[src/sv/packbits_difference_decoder_unit_assert.svh]
// Assertion macros for the decoder modules; pdd_back is the one that uses them.
// Depends on clk and arst_n being visible in the module that uses them.
`ifndef PACKBITS_DIFFERENCE_DECODER_UNIT_ASSERT_SVH
`define PACKBITS_DIFFERENCE_DECODER_UNIT_ASSERT_SVH

// Implication checked in the same cycle.
`define PDD_ASSERT_NOW(lbl, ante, cons, msg) \
	lbl: assert property (@(posedge clk) disable iff (!arst_n) (ante) |-> (cons)) \
		else $error(msg);

// Implication whose consequent is checked in the next cycle.
`define PDD_ASSERT_NEXT(lbl, ante, cons, msg) \
	lbl: assert property (@(posedge clk) disable iff (!arst_n) (ante) |=> (cons)) \
		else $error(msg);

`endif

[src/sv/pdd_pkg.sv]
// Package for the run and difference decoder: payload types and header constants.
// Used by every module of the decoder; depends on nothing.
package pdd_pkg;

	localparam logic [7:0] LIT_HDR_LIMIT = 8'd33;
	localparam logic [7:0] REP_HDR_LIMIT = 8'd128;
	localparam logic [7:0] DIFF_BIAS     = 8'd32;
	localparam logic [7:0] REP_BIAS      = 8'd127;
	localparam logic [1:0] CODE_NEG_ONE  = 2'h3;
	localparam int         LANES         = 4;

	typedef struct packed {
		logic [7:0] in_byte;
		logic       start_of_stream;
	} in_t;

	typedef struct packed {
		logic [7:0] pixel0;
		logic [7:0] pixel1;
		logic [7:0] pixel2;
		logic [7:0] pixel3;
		logic [2:0] pixel_count;
		logic       last_of_run;
	} out_t;

	typedef struct packed {
		logic [LANES-1:0][7:0] pix;
		logic [7:0]            total;
	} cmd_t;

endpackage

[src/sv/pdd_front.sv]
// Front end of the decoder: parses headers and turns each data byte into a command.
// Depends on pdd_pkg.
module pdd_front import pdd_pkg::*; (
	input  logic clk,
	input  logic arst_n,
	input  logic push,
	input  in_t  item,
	input  logic q_full,
	output logic full,
	output logic cmd_v,
	output cmd_t cmd
);

	typedef enum logic [1:0] {
		PH_HEADER,
		PH_LITERAL,
		PH_DIFF,
		PH_REPEAT
	} phase_t;

	phase_t     phase_q, ph, nx_phase;
	logic [6:0] items_q, il, nx_items;
	logic [7:0] prior_q, pr, nx_prior;
	logic [7:0] rep_q, rl, nx_rep;
	logic       acc;
	logic [7:0] b;
	logic [2:0] nd;
	logic [LANES-1:0][7:0] dpx;
	logic [7:0] acc_px;
	logic [1:0] code;

	assign full = q_full;
	assign acc  = push && !q_full;
	assign b    = item.in_byte;
	assign ph   = item.start_of_stream ? PH_HEADER : phase_q;
	assign il   = item.start_of_stream ? 7'd0 : items_q;
	assign pr   = item.start_of_stream ? 8'd0 : prior_q;
	assign rl   = item.start_of_stream ? 8'd0 : rep_q;

	always_comb begin
		nd = (il >= 7'd4) ? 3'd4 : il[2:0];
		if (nd == 3'd0) begin
			nd = 3'd1;
		end
		acc_px = pr;
		code   = 2'd0;
		for (int j = 0; j < LANES; j++) begin
			code   = b[2*j +: 2];
			acc_px = acc_px + ((code == CODE_NEG_ONE) ? 8'hFF : {6'd0, code});
			dpx[j] = acc_px;
		end
	end

	always_comb begin
		nx_phase  = ph;
		nx_items  = il;
		nx_prior  = pr;
		nx_rep    = rl;
		cmd.pix   = {LANES{b}};
		cmd.total = 8'd1;
		cmd_v     = acc && (ph != PH_HEADER);
		unique case (ph)
			PH_HEADER: begin
				if (b < LIT_HDR_LIMIT) begin
					nx_items = b[6:0] + 7'd1;
					nx_phase = PH_LITERAL;
				end else if (b < REP_HDR_LIMIT) begin
					nx_items = 7'(b - DIFF_BIAS);
					nx_phase = PH_DIFF;
				end else begin
					nx_rep   = b - REP_BIAS;
					nx_phase = PH_REPEAT;
				end
			end
			PH_LITERAL: begin
				nx_prior = b;
				nx_items = (il != 7'd0) ? il - 7'd1 : il;
				if (nx_items == 7'd0) begin
					nx_phase = PH_HEADER;
				end
			end
			PH_DIFF: begin
				cmd.pix   = dpx;
				cmd.total = {5'd0, nd};
				nx_prior  = dpx[nd[1:0] - 2'd1];
				nx_items  = (il > {4'd0, nd}) ? il - {4'd0, nd} : 7'd0;
				if (nx_items == 7'd0) begin
					nx_phase = PH_HEADER;
				end
			end
			PH_REPEAT: begin
				cmd.total = (rl == 8'd0) ? 8'd1 : rl;
				nx_prior  = b;
				nx_rep    = 8'd0;
				nx_phase  = PH_HEADER;
			end
			default: begin
				nx_phase = PH_HEADER;
			end
		endcase
	end

	always_ff @(posedge clk or negedge arst_n) begin
		if (!arst_n) begin
			phase_q <= PH_HEADER;
			items_q <= 7'd0;
			prior_q <= 8'd0;
			rep_q   <= 8'd0;
		end else if (acc) begin
			phase_q <= nx_phase;
			items_q <= nx_items;
			prior_q <= nx_prior;
			rep_q   <= nx_rep;
		end
	end

endmodule

[src/sv/pdd_fifo.sv]
// Short command queue between the front end and the back end.
// Depends on pdd_pkg for the command type.
module pdd_fifo import pdd_pkg::*; #(
	parameter int DEPTH = 4
) (
	input  logic clk,
	input  logic arst_n,
	input  logic wr_en,
	input  cmd_t wr_data,
	input  logic rd_en,
	output cmd_t rd_data,
	output logic full,
	output logic empty
);

	localparam int AW = (DEPTH > 1) ? $clog2(DEPTH) : 1;
	localparam int CW = $clog2(DEPTH + 1);

	cmd_t          mem_q [DEPTH];
	logic [AW-1:0] wp_q, rp_q;
	logic [CW-1:0] cnt_q;
	logic          wr, rd;

	assign full    = (cnt_q == CW'(DEPTH));
	assign empty   = (cnt_q == '0);
	assign wr      = wr_en && !full;
	assign rd      = rd_en && !empty;
	assign rd_data = mem_q[rp_q];

	always_ff @(posedge clk or negedge arst_n) begin
		if (!arst_n) begin
			wp_q  <= '0;
			rp_q  <= '0;
			cnt_q <= '0;
		end else begin
			if (wr) begin
				wp_q <= (wp_q == AW'(DEPTH - 1)) ? '0 : wp_q + 1'b1;
			end
			if (rd) begin
				rp_q <= (rp_q == AW'(DEPTH - 1)) ? '0 : rp_q + 1'b1;
			end
			if (wr && !rd) begin
				cnt_q <= cnt_q + 1'b1;
			end else if (rd && !wr) begin
				cnt_q <= cnt_q - 1'b1;
			end
		end
	end

	always_ff @(posedge clk) begin
		if (wr) begin
			mem_q[wp_q] <= wr_data;
		end
	end

endmodule

[src/sv/pdd_back.sv]
// Back end of the decoder: splits each command into results of up to four pixels.
// Depends on pdd_pkg and the assertion macros.
`include "packbits_difference_decoder_unit_assert.svh"

module pdd_back import pdd_pkg::*; (
	input  logic clk,
	input  logic arst_n,
	input  logic head_v,
	input  cmd_t head,
	output logic head_rd,
	input  logic pop,
	output logic empty,
	output out_t result
);

	logic       out_v_q;
	out_t       out_q;
	logic [7:0] sent_q;
	logic [7:0] rem;
	logic [2:0] n;
	logic       last;
	logic       adv;
	out_t       nx_out;

	assign rem     = head.total - sent_q;
	assign n       = (rem >= 8'd4) ? 3'd4 : rem[2:0];
	assign last    = (rem <= 8'd4);
	assign adv     = head_v && (!out_v_q || pop);
	assign head_rd = adv && last;
	assign empty   = !out_v_q;
	assign result  = out_q;

	always_comb begin
		nx_out.pixel0      = head.pix[0];
		nx_out.pixel1      = (n >= 3'd2) ? head.pix[1] : 8'd0;
		nx_out.pixel2      = (n >= 3'd3) ? head.pix[2] : 8'd0;
		nx_out.pixel3      = (n == 3'd4) ? head.pix[3] : 8'd0;
		nx_out.pixel_count = n;
		nx_out.last_of_run = last;
	end

	always_ff @(posedge clk or negedge arst_n) begin
		if (!arst_n) begin
			out_v_q <= 1'b0;
			sent_q  <= 8'd0;
		end else if (adv) begin
			out_v_q <= 1'b1;
			sent_q  <= last ? 8'd0 : sent_q + 8'd4;
		end else if (pop) begin
			out_v_q <= 1'b0;
		end
	end

	always_ff @(posedge clk) begin
		if (adv) begin
			out_q <= nx_out;
		end
	end

	`PDD_ASSERT_NOW(a_count_range, out_v_q, (out_q.pixel_count != 3'd0) && (out_q.pixel_count <= 3'd4), "pixel count out of range")
	`PDD_ASSERT_NOW(a_full_unless_last, out_v_q && !out_q.last_of_run, out_q.pixel_count == 3'd4, "short result before end of run")
	`PDD_ASSERT_NOW(a_unused_zero, out_v_q && (out_q.pixel_count != 3'd4), out_q.pixel3 == 8'd0, "unused pixel slot not zero")
	`PDD_ASSERT_NEXT(a_split_progress, adv && !last, sent_q != 8'd0, "split command lost its progress")

endmodule

[src/sv/packbits_difference_decoder_unit.sv]
// Run and difference decoder: compressed bytes in, up to four pixels a result out.
// Data path: a data byte's command enters the queue, and the back end then registers its results.
// Throughput: one byte per cycle while full is low; a repeat of length L gives ceil(L/4) results,
// and the command queue of QDEPTH entries lets the input run on meanwhile.
// Reset: arst_n clears parser state and prior pixel, empties the queue and the output.
// Depends on pdd_pkg, pdd_front, pdd_fifo and pdd_back.
module packbits_difference_decoder_unit import pdd_pkg::*; #(
	parameter int QDEPTH = 4
) (
	input  logic clk,
	input  logic arst_n,
	input  logic push,
	output logic full,
	input  in_t  item,
	output logic empty,
	input  logic pop,
	output out_t result
);

	logic cmd_v, q_full, q_empty, head_rd;
	cmd_t cmd, head;

	pdd_front u_front (
		.clk    (clk),
		.arst_n (arst_n),
		.push   (push),
		.item   (item),
		.q_full (q_full),
		.full   (full),
		.cmd_v  (cmd_v),
		.cmd    (cmd)
	);

	pdd_fifo #(
		.DEPTH (QDEPTH)
	) u_fifo (
		.clk     (clk),
		.arst_n  (arst_n),
		.wr_en   (cmd_v),
		.wr_data (cmd),
		.rd_en   (head_rd),
		.rd_data (head),
		.full    (q_full),
		.empty   (q_empty)
	);

	pdd_back u_back (
		.clk     (clk),
		.arst_n  (arst_n),
		.head_v  (!q_empty),
		.head    (head),
		.head_rd (head_rd),
		.pop     (pop),
		.empty   (empty),
		.result  (result)
	);

endmodule
[config.mk]
export PLATFORM = sky130hd
export DESIGN_NAME = packbits_difference_decoder_unit
export DESIGN_NICKNAME = d
export VERILOG_FILES = /design/src/sv/pdd_pkg.sv /design/src/sv/pdd_front.sv /design/src/sv/pdd_fifo.sv /design/src/sv/pdd_back.sv /design/src/sv/packbits_difference_decoder_unit.sv
export VERILOG_INCLUDE_DIRS = /design/src /design/src/sv
export SDC_FILE = /design/constraint.sdc
export NUM_CORES = 1
export LEC_CHECK = 0
export BUFFER_PORTS_ARGS = -buffer_cell sky130_fd_sc_hd__buf_2
export CAP_MARGIN = 20
export CORE_MARGIN = 4
export CORE_UTILIZATION = 56
export CTS_CLUSTER_DIAMETER = 200
export DETAILED_ROUTE_END_ITERATION = 8
export PLACE_DENSITY = 0.83
export SLEW_MARGIN = 30
export SYNTH_ARGS = -nofsm -noshare
export SYNTH_HDL_FRONTEND = slang
export SYNTH_SLANG_ARGS = --single-unit
[constraint.sdc]
create_clock -name clk -period 4.65 [get_ports clk]
set_input_delay 0 -clock clk [delete_from_list [all_inputs] [get_ports clk]]
set_output_delay 0 -clock clk [all_outputs]
set_load 0.01 [all_outputs]
==> impl_results.md, run 1 <==
* Max Cap Viol at 0
* CTS Root Cell: clkbuf_16
* GPL Wtd Cong at 0.947
* Synth cell types at 69
* R2R setup slack at 0.14 ns
* TritonCTS sink count at 235
* DP Area at 12,800 µm²
* Initial DRC Count at 766
* Nets at 1,099
* EDFF count, synth at 196
* WL final at 27,900 µm
* Met1 Wirelength at 11,100 µm
* Critical Path RT at 4.91 ns
* Num rows at 53
* Final Max Tran Viols at 0
* Clock Latency Late Sink at 0.52 ns
* Met3 WL at 2510 µm
* Worst min path class: primary input to async pin
* GRT overflow at 0
* Total global-route track usage at 23.3%
* Buf/Inv on CP at 0
* Slew headroom at 54.0%
* Routed WL per cell at 21.1 µm
* Top cells by area, synth: edfxtp_1, dfrtp_1, mux4_2
* Placed insts at 1,265
* Post-synth top cells: edfxtp_1, nand2_1, o21ai_0, ha_1
* Power after layout at 0.00935 W
* CP Max Fanout at 4
* Crit path cell chain: nor2b_1 -> ha_2 -> fa_2 -> fa_2 -> ha_1 -> a211oi_2 -> nor2_2 -> o21a_1 -> nor2_1 -> xnor2_1 -> ha_2 -> or3_4 -> o221ai_2 -> a21o_1 -> nand2_1 -> xnor2_1 -> a21o_1
* Die X-Extent at 155 µm
* Average instance area after synthesis at 12.8 µm²
* Top Ports at 51
* Final std cells w/o fill at 1,321
* Vias in the first global route at 8,024
* Worst clock skew at 0.00984 ns
* H-tree Lvls at 1
* Vias at 8,218
* Total CTS buffers at 24
* Area growth from synthesis to layout at 15.0%
* Failing checks: hold timing
* Delay of the slowest critical-path stage at 0.63 ns
* Crit path max-delay family: adder cells
* Final Hold Vio Count at 6
* WHS at -0.0139 ns
* ANT cells at 0
* Post-synthesis async set-or-reset flop share at 16.6%
* Area share of the largest cell type after synthesis at 48.9%
* Synth Flop Type: edfxtp_1
* Power per Cell Area at 675 nW/µm²
* Worst-path clk slew at 0.07 ns
* Top Metal Used: met4
* Port Buffer Count at 50
* Worst IR Drop VDD at 0.318 mV
* R2R cell count at 17
* Global-route wire length before repair at 44,000 µm
* Cell taking the most area after synthesis: edfxtp_1
* CTS tree: done
* Status: finished with violations
* R2R Path End: u_fifo.mem_q[2][39]
* CP max-delay cell: fa_2
* Post-synthesis cell count at 943
* Worst setup path class: flop to flop
* Leak pwr at 5.26 nW
* Layout cells sized above 1 at 20.8%
* CORE AREA at 21,100 µm²
* DIE HEIGHT at 155 µm
* Final Setup Violations at 0
* Final ANT Viol Nets at 0
* Multi-input logic area at 5010 µm²
* Vias/cell at 6.22
* DRT Pass-1 Iters at 5
* Starting Density at 57.1%
* Final core utilization at 65.7%
* DR DRC count at 0
* Fillers at 1,497
* Flip-flop and latch area at 6860 µm²
* Dpl hpwl at 18,400 µm
* Register area share after synthesis at 57.0%
* Max frequency at 222 MHz
* Tmin final at 4.51 ns
* Critical path endpoint category: flop
* Worst Tran Pin Value at 0.682 ns
* Most common cell in the netlist: edfxtp_1
* Finished Cell Area at 13,800 µm²
* Synthesized flop and latch total at 235
* Fin crit share at 96.9%
* Mapped cell area at 12,000 µm²
* Worst reg2reg path startpoint: u_front.prior_q[0]
* Die area at 23,900 µm²
* CP arrival at 4.76 ns
* CTS Buffer Depth at 3
* Initial antenna violation count at 0
* Mapped Nets at 1,014
* Synth warn at 0
* Pin count of the biggest net entering global routing at 51
* Startpoint Class: flop
* Met2 wire len at 13,400 µm
-- flip-flops by register name (all words and copies together), names as in the netlist --
| signal | count |
|---|---|
| u_front.phase_q | 2 |
| u_front.rep_q | 8 |
| u_fifo.mem_q | 160 |
| u_back.sent_q | 6 |
| u_front.prior_q | 8 |
| u_fifo.cnt_q | 3 |
| u_back.result | 36 |
| u_fifo.wp_q | 2 |
| u_fifo.rp_q | 2 |
| u_back.out_v_q | 1 |
| u_front.items_q | 7 |
-- stage by stage --
| step | hold slack [ns] | setup WS (ns) | setup TNS (ns) |
|---|---|---|---|
| floorplan | -0.296 | 0.00280 | 0 |
| global placement | 0.183 | 0.0595 | 0 |
| detailed placement | 0.192 | -0.0332 | -0.133 |
| CTS | 0.0440 | 0.0773 | 0 |
| global route | 0.0535 | -0.0108 | -0.0423 |
| finish | -0.0139 | 0.145 | 0 |
-- metal layers --
layer / global-route usage (%) / vias to the layer above
met1: 32.4 / 3998
li1: - / 3709
met4: 6.81 / 0
met5: 0 / -
met3: 4.42 / 76
met2: 37.8 / 435
-- cell families after synthesis --
kind of cell    Yosys count  synth area share (%)
simple gates            243                  9.96
flops                   235                  57.0
compound gates          225                  12.3
buf+inv                  88                  2.77
fa+ha+maj                58                  6.34
mux                      50                  8.40
xor+xnor                 42                  3.17
other cells               2                0.0623
-- layout by cell type, fill, tap and decap left out, drive strengths merged, types with 5 or more instances in the layout --
| cell | instances |
|---|---|
| ha | 53 |
| nand2b | 10 |
| nor3 | 7 |
| a21oi | 51 |
| nand3 | 13 |
| o21a | 11 |
| xnor2 | 27 |
| nor2b | 33 |
| and2 | 14 |
| o211ai | 10 |
| dlygate4sd3 | 9 |
| o31ai | 7 |
| nand2 | 83 |
| mux2i | 7 |
| buf | 96 |
| inv | 42 |
| dfrtp | 39 |
| a21o | 19 |
| mux4 | 40 |
| edfxtp | 196 |
| a32oi | 9 |
| or2 | 5 |
| clkinv | 9 |
| nor2 | 50 |
| and3 | 12 |
| clkbuf | 31 |
| fa | 5 |
| o21ai | 62 |
| o21bai | 8 |
| xor2 | 14 |
| a211oi | 13 |
-- area by class of cell --
class	instances	area share (%)
Timing Repair Buffer	105	4.97
Multi-Input combinational cell	620	36.2
Clock buffer	31	4.68
Inverter	42	1.14
Tap cell	275	2.48
Clock inverter	13	1.00
Sequential cell	235	49.6
-- power by group --
group / internal [W] / total [W] / leakage, nW / switching [W]
combinational: 0.00180 / 0.00422 / 2.58 / 0.00242
sequential: 0.00295 / 0.00319 / 2.30 / 0.000245
clock: 0.00115 / 0.00193 / 0.379 / 0.000782
total: 0.00589 / 0.00935 / 5.26 / 0.00345
-- what timing repair did --
item                                    CTS  global route
hold buffers                              9             0
hold endpoints to repair                 50             0
gates resized for setup                   0            29
setup buffers                             0             3
endpoints found under the setup margin    0            19
-- worst register-to-register path: cells and delay by family, from the launching register on --
family                   cells  cell delay [ns]
adder cells (fa/ha/maj)      5             1.86
XOR/XNOR                     2             0.25
AO/OA/AOI/OAI                5             0.99
flip-flops                   1             0.37
AND/OR/NAND/NOR              5             0.78
-- worst max path at each step --
stage,start,to,slack (ns),depth (start not counted)
after floorplan,item[1],u_fifo.mem_q[0][39],0.003,22
after global placement,item[1],u_fifo.mem_q[0][39],0.06,22
after detailed placement,item[1],u_fifo.mem_q[3][39],-0.03,22
after CTS,u_front.prior_q[0],u_fifo.mem_q[3][39],0.08,20
after global routing,u_front.prior_q[0],u_fifo.mem_q[1][39],-0.01,20
final,u_front.prior_q[0],u_fifo.mem_q[2][39],0.14,17
Note: power is estimated with default switching activity, not from simulation.
==> run 2, diff against run 1 <==
--- a/config.mk
+++ b/config.mk
@@ -7,5 +7,5 @@
 export NUM_CORES = 1
 export LEC_CHECK = 0
-export BUFFER_PORTS_ARGS = -buffer_cell sky130_fd_sc_hd__buf_2
+export BUFFER_PORTS_ARGS = -buffer_cell sky130_fd_sc_hd__buf_4
 export CAP_MARGIN = 20
 export CORE_MARGIN = 4
==> constraint.sdc (replaced) <==
create_clock -name clk -period 4.65 [get_ports clk]
set_input_delay 0 -clock clk [delete_from_list [all_inputs] [get_ports clk]]
set_output_delay 0 -clock clk [all_outputs]
set_load 0.05 [all_outputs]
==> impl_results.md, run 2 (same netlist as run 1, synthesis figures left out) <==
* Routed WL per cell at 21.4 µm
* Startpoint Class: flop
* Die X-Extent at 155 µm
* Worst setup path class: flop to flop
* Final Max Tran Viols at 0
* Fin crit share at 96.1%
* Clock Latency Late Sink at 0.51 ns
* Fillers at 1,504
* CP Max Fanout at 4
* Tmin final at 4.47 ns
* Power after layout at 0.00984 W
* CTS Root Cell: clkbuf_16
* CORE AREA at 21,100 µm²
* Final setup margin at 0.181 ns
* Die area at 23,900 µm²
* Place WS at -0.0734 ns
* Vias at 8,231
* Power per Cell Area at 707 nW/µm²
* Final ANT Viol Nets at 0
* Worst clock skew at 0.00749 ns
* Layout cells sized above 1 at 20.4%
* Num rows at 53
* ANT cells at 0
* TritonCTS sink count at 235
* Critical path endpoint category: flop
* Failing checks: hold timing
* Final Hold Vio Count at 8
* DR DRC count at 0
* CP arrival at 4.73 ns
* Area growth from synthesis to layout at 15.6%
* GPL Wtd Cong at 0.942
* CTS Buffer Depth at 3
* Total CTS buffers at 23
* Port Buffer Count at 50
* Initial antenna violation count at 0
* Worst Tran Pin Value at 0.746 ns
* H-tree Lvls at 1
* Final Setup Violations at 0
* Nets at 1,099
* Vias in the first global route at 8,208
* WL final at 28,300 µm
* Worst IR Drop VDD at 0.302 mV
* Dpl hpwl at 18,900 µm
* Max Cap Viol at 0
* Top Ports at 51
* Worst min path class: primary input to async pin
* Status: finished with violations
* DRT Pass-1 Iters at 5
* Max frequency at 224 MHz
* GRT overflow at 0
* Leak pwr at 5.28 nW
* DIE HEIGHT at 155 µm
* WHS at -0.0182 ns
* Commonest non-fill, non-tap cell in the layout: edfxtp_1
* Worst-path clk slew at 0.07 ns
* Vias/cell at 6.24
* Pin count of the biggest net entering global routing at 52
* Global-route wire length before repair at 44,400 µm
* CTS tree: done
* Slew headroom at 49.7%
* Critical Path RT at 4.91 ns
* Max reg flops at 160
* Initial DRC Count at 725
* Biggest register: u_fifo.mem_q
* Total global-route track usage at 23.6%
* Commonest non-fill, non-tap cells in the layout: edfxtp_1, buf_4, nand2_1, o21ai_0, ha_1
* Starting Density at 57.1%
[run 2: cell count changes in the layout (fill, tap and decap cells not counted), moves of 2 or more]
cell,previous run,this run
ha_2,3,1
clkinvlp_4,1,4
xor2_1,12,14
buf_4,47,96
clkbuf_1,6,3
clkbuf_16,25,23
xor2_2,2,0
ha_1,47,49
a211oi_2,3,1
buf_2,49,0
a211oi_1,10,12
[run 2: power breakdown]
part / internal (W) / switching [W] / total [W]
clock: 0.00102 / 0.000773 / 0.00180
sequential: 0.00295 / 0.000263 / 0.00321
combinational: 0.00190 / 0.00293 / 0.00483
[run 2: final cells by class]
cell class	instances	area, µm²	area share [%]
Clock buffer	26	587	4.22
Sequential cell	235	6860	49.3
Tap cell	275	344	2.47
Timing Repair Buffer	106	838	6.02
Inverter	42	158	1.13
Clock inverter	16	140	1.01
Multi-Input combinational cell	620	4990	35.9
[run 2: worst max-delay path, cell delays in order, from the launching register on]
cell and delay [ns]:
dfrtp_1 0.39, nor2b_4 0.14, ha_4 0.16, fa_2 0.64, fa_2 0.50, ha_1 0.32
a211oi_2 0.24, nor2_1 0.08, o21a_1 0.19, nor2_1 0.11, xnor2_1 0.11, ha_2 0.20
or3_4 0.39, o221ai_4 0.14, a21o_1 0.17, nand2_1 0.07, xnor2_1 0.13, a21o_1 0.21
[run 2: path summary, 6_finish.rpt]
| kind | startpoint | endpoint | slack [ns] | cells past startpoint |
|---|---|---|---|---|
| setup / recovery | u_front.prior_q[0] | u_fifo.mem_q[1][39] | 0.18 | 17 |
| hold / removal | arst_n | u_front.prior_q[2] | -0.02 | 2 |
| setup reg to reg | u_front.prior_q[0] | u_fifo.mem_q[1][39] | 0.18 | 17 |
| hold reg to reg | u_front.prior_q[1] | u_front.prior_q[1] | 0.48 | 2 |
| max in group asynchronous | arst_n | u_fifo.rp_q[0] | 4.25 | 2 |
| min in group clk | item[1] | u_front.prior_q[0] | 0.05 | 4 |
[run 2: through the flow]
step	hold slack [ns]	util, %	setup TNS [ns]	cell area [µm²]	std cells
floorplan	-0.296	-	0	12100	943
CTS	0.00430	65.3	0	13800	1317
detailed placement	0.00978	61.4	-0.320	13000	1266
finish	-0.0182	66.0	0	13900	1320
global route	0.0341	66.0	-0.182	13900	1320
global placement	-0.000643	61.3	0	12900	1265
[run 2: routing by layer]
layer | share of wire, % | GRT usage, % | wire length [µm] | up-vias
met1 | 40 | 31.8 | 11300 | 4043
met5 | 0 | 0 | 0 | -
met3 | 7.8 | 4.00 | 2220 | 83
met2 | 49 | 39.2 | 13800 | 394
met4 | 3.3 | 8.49 | 944 | 0
li1 | - | - | - | 3711
[run 2: timing repair]
action / CTS / global route
hold endpoints to repair: 53 / 0
gates resized for setup: 0 / 25
buffers inserted: 0 / 3
setup endpoints to repair: 0 / 15
hold buffers: 9 / 0
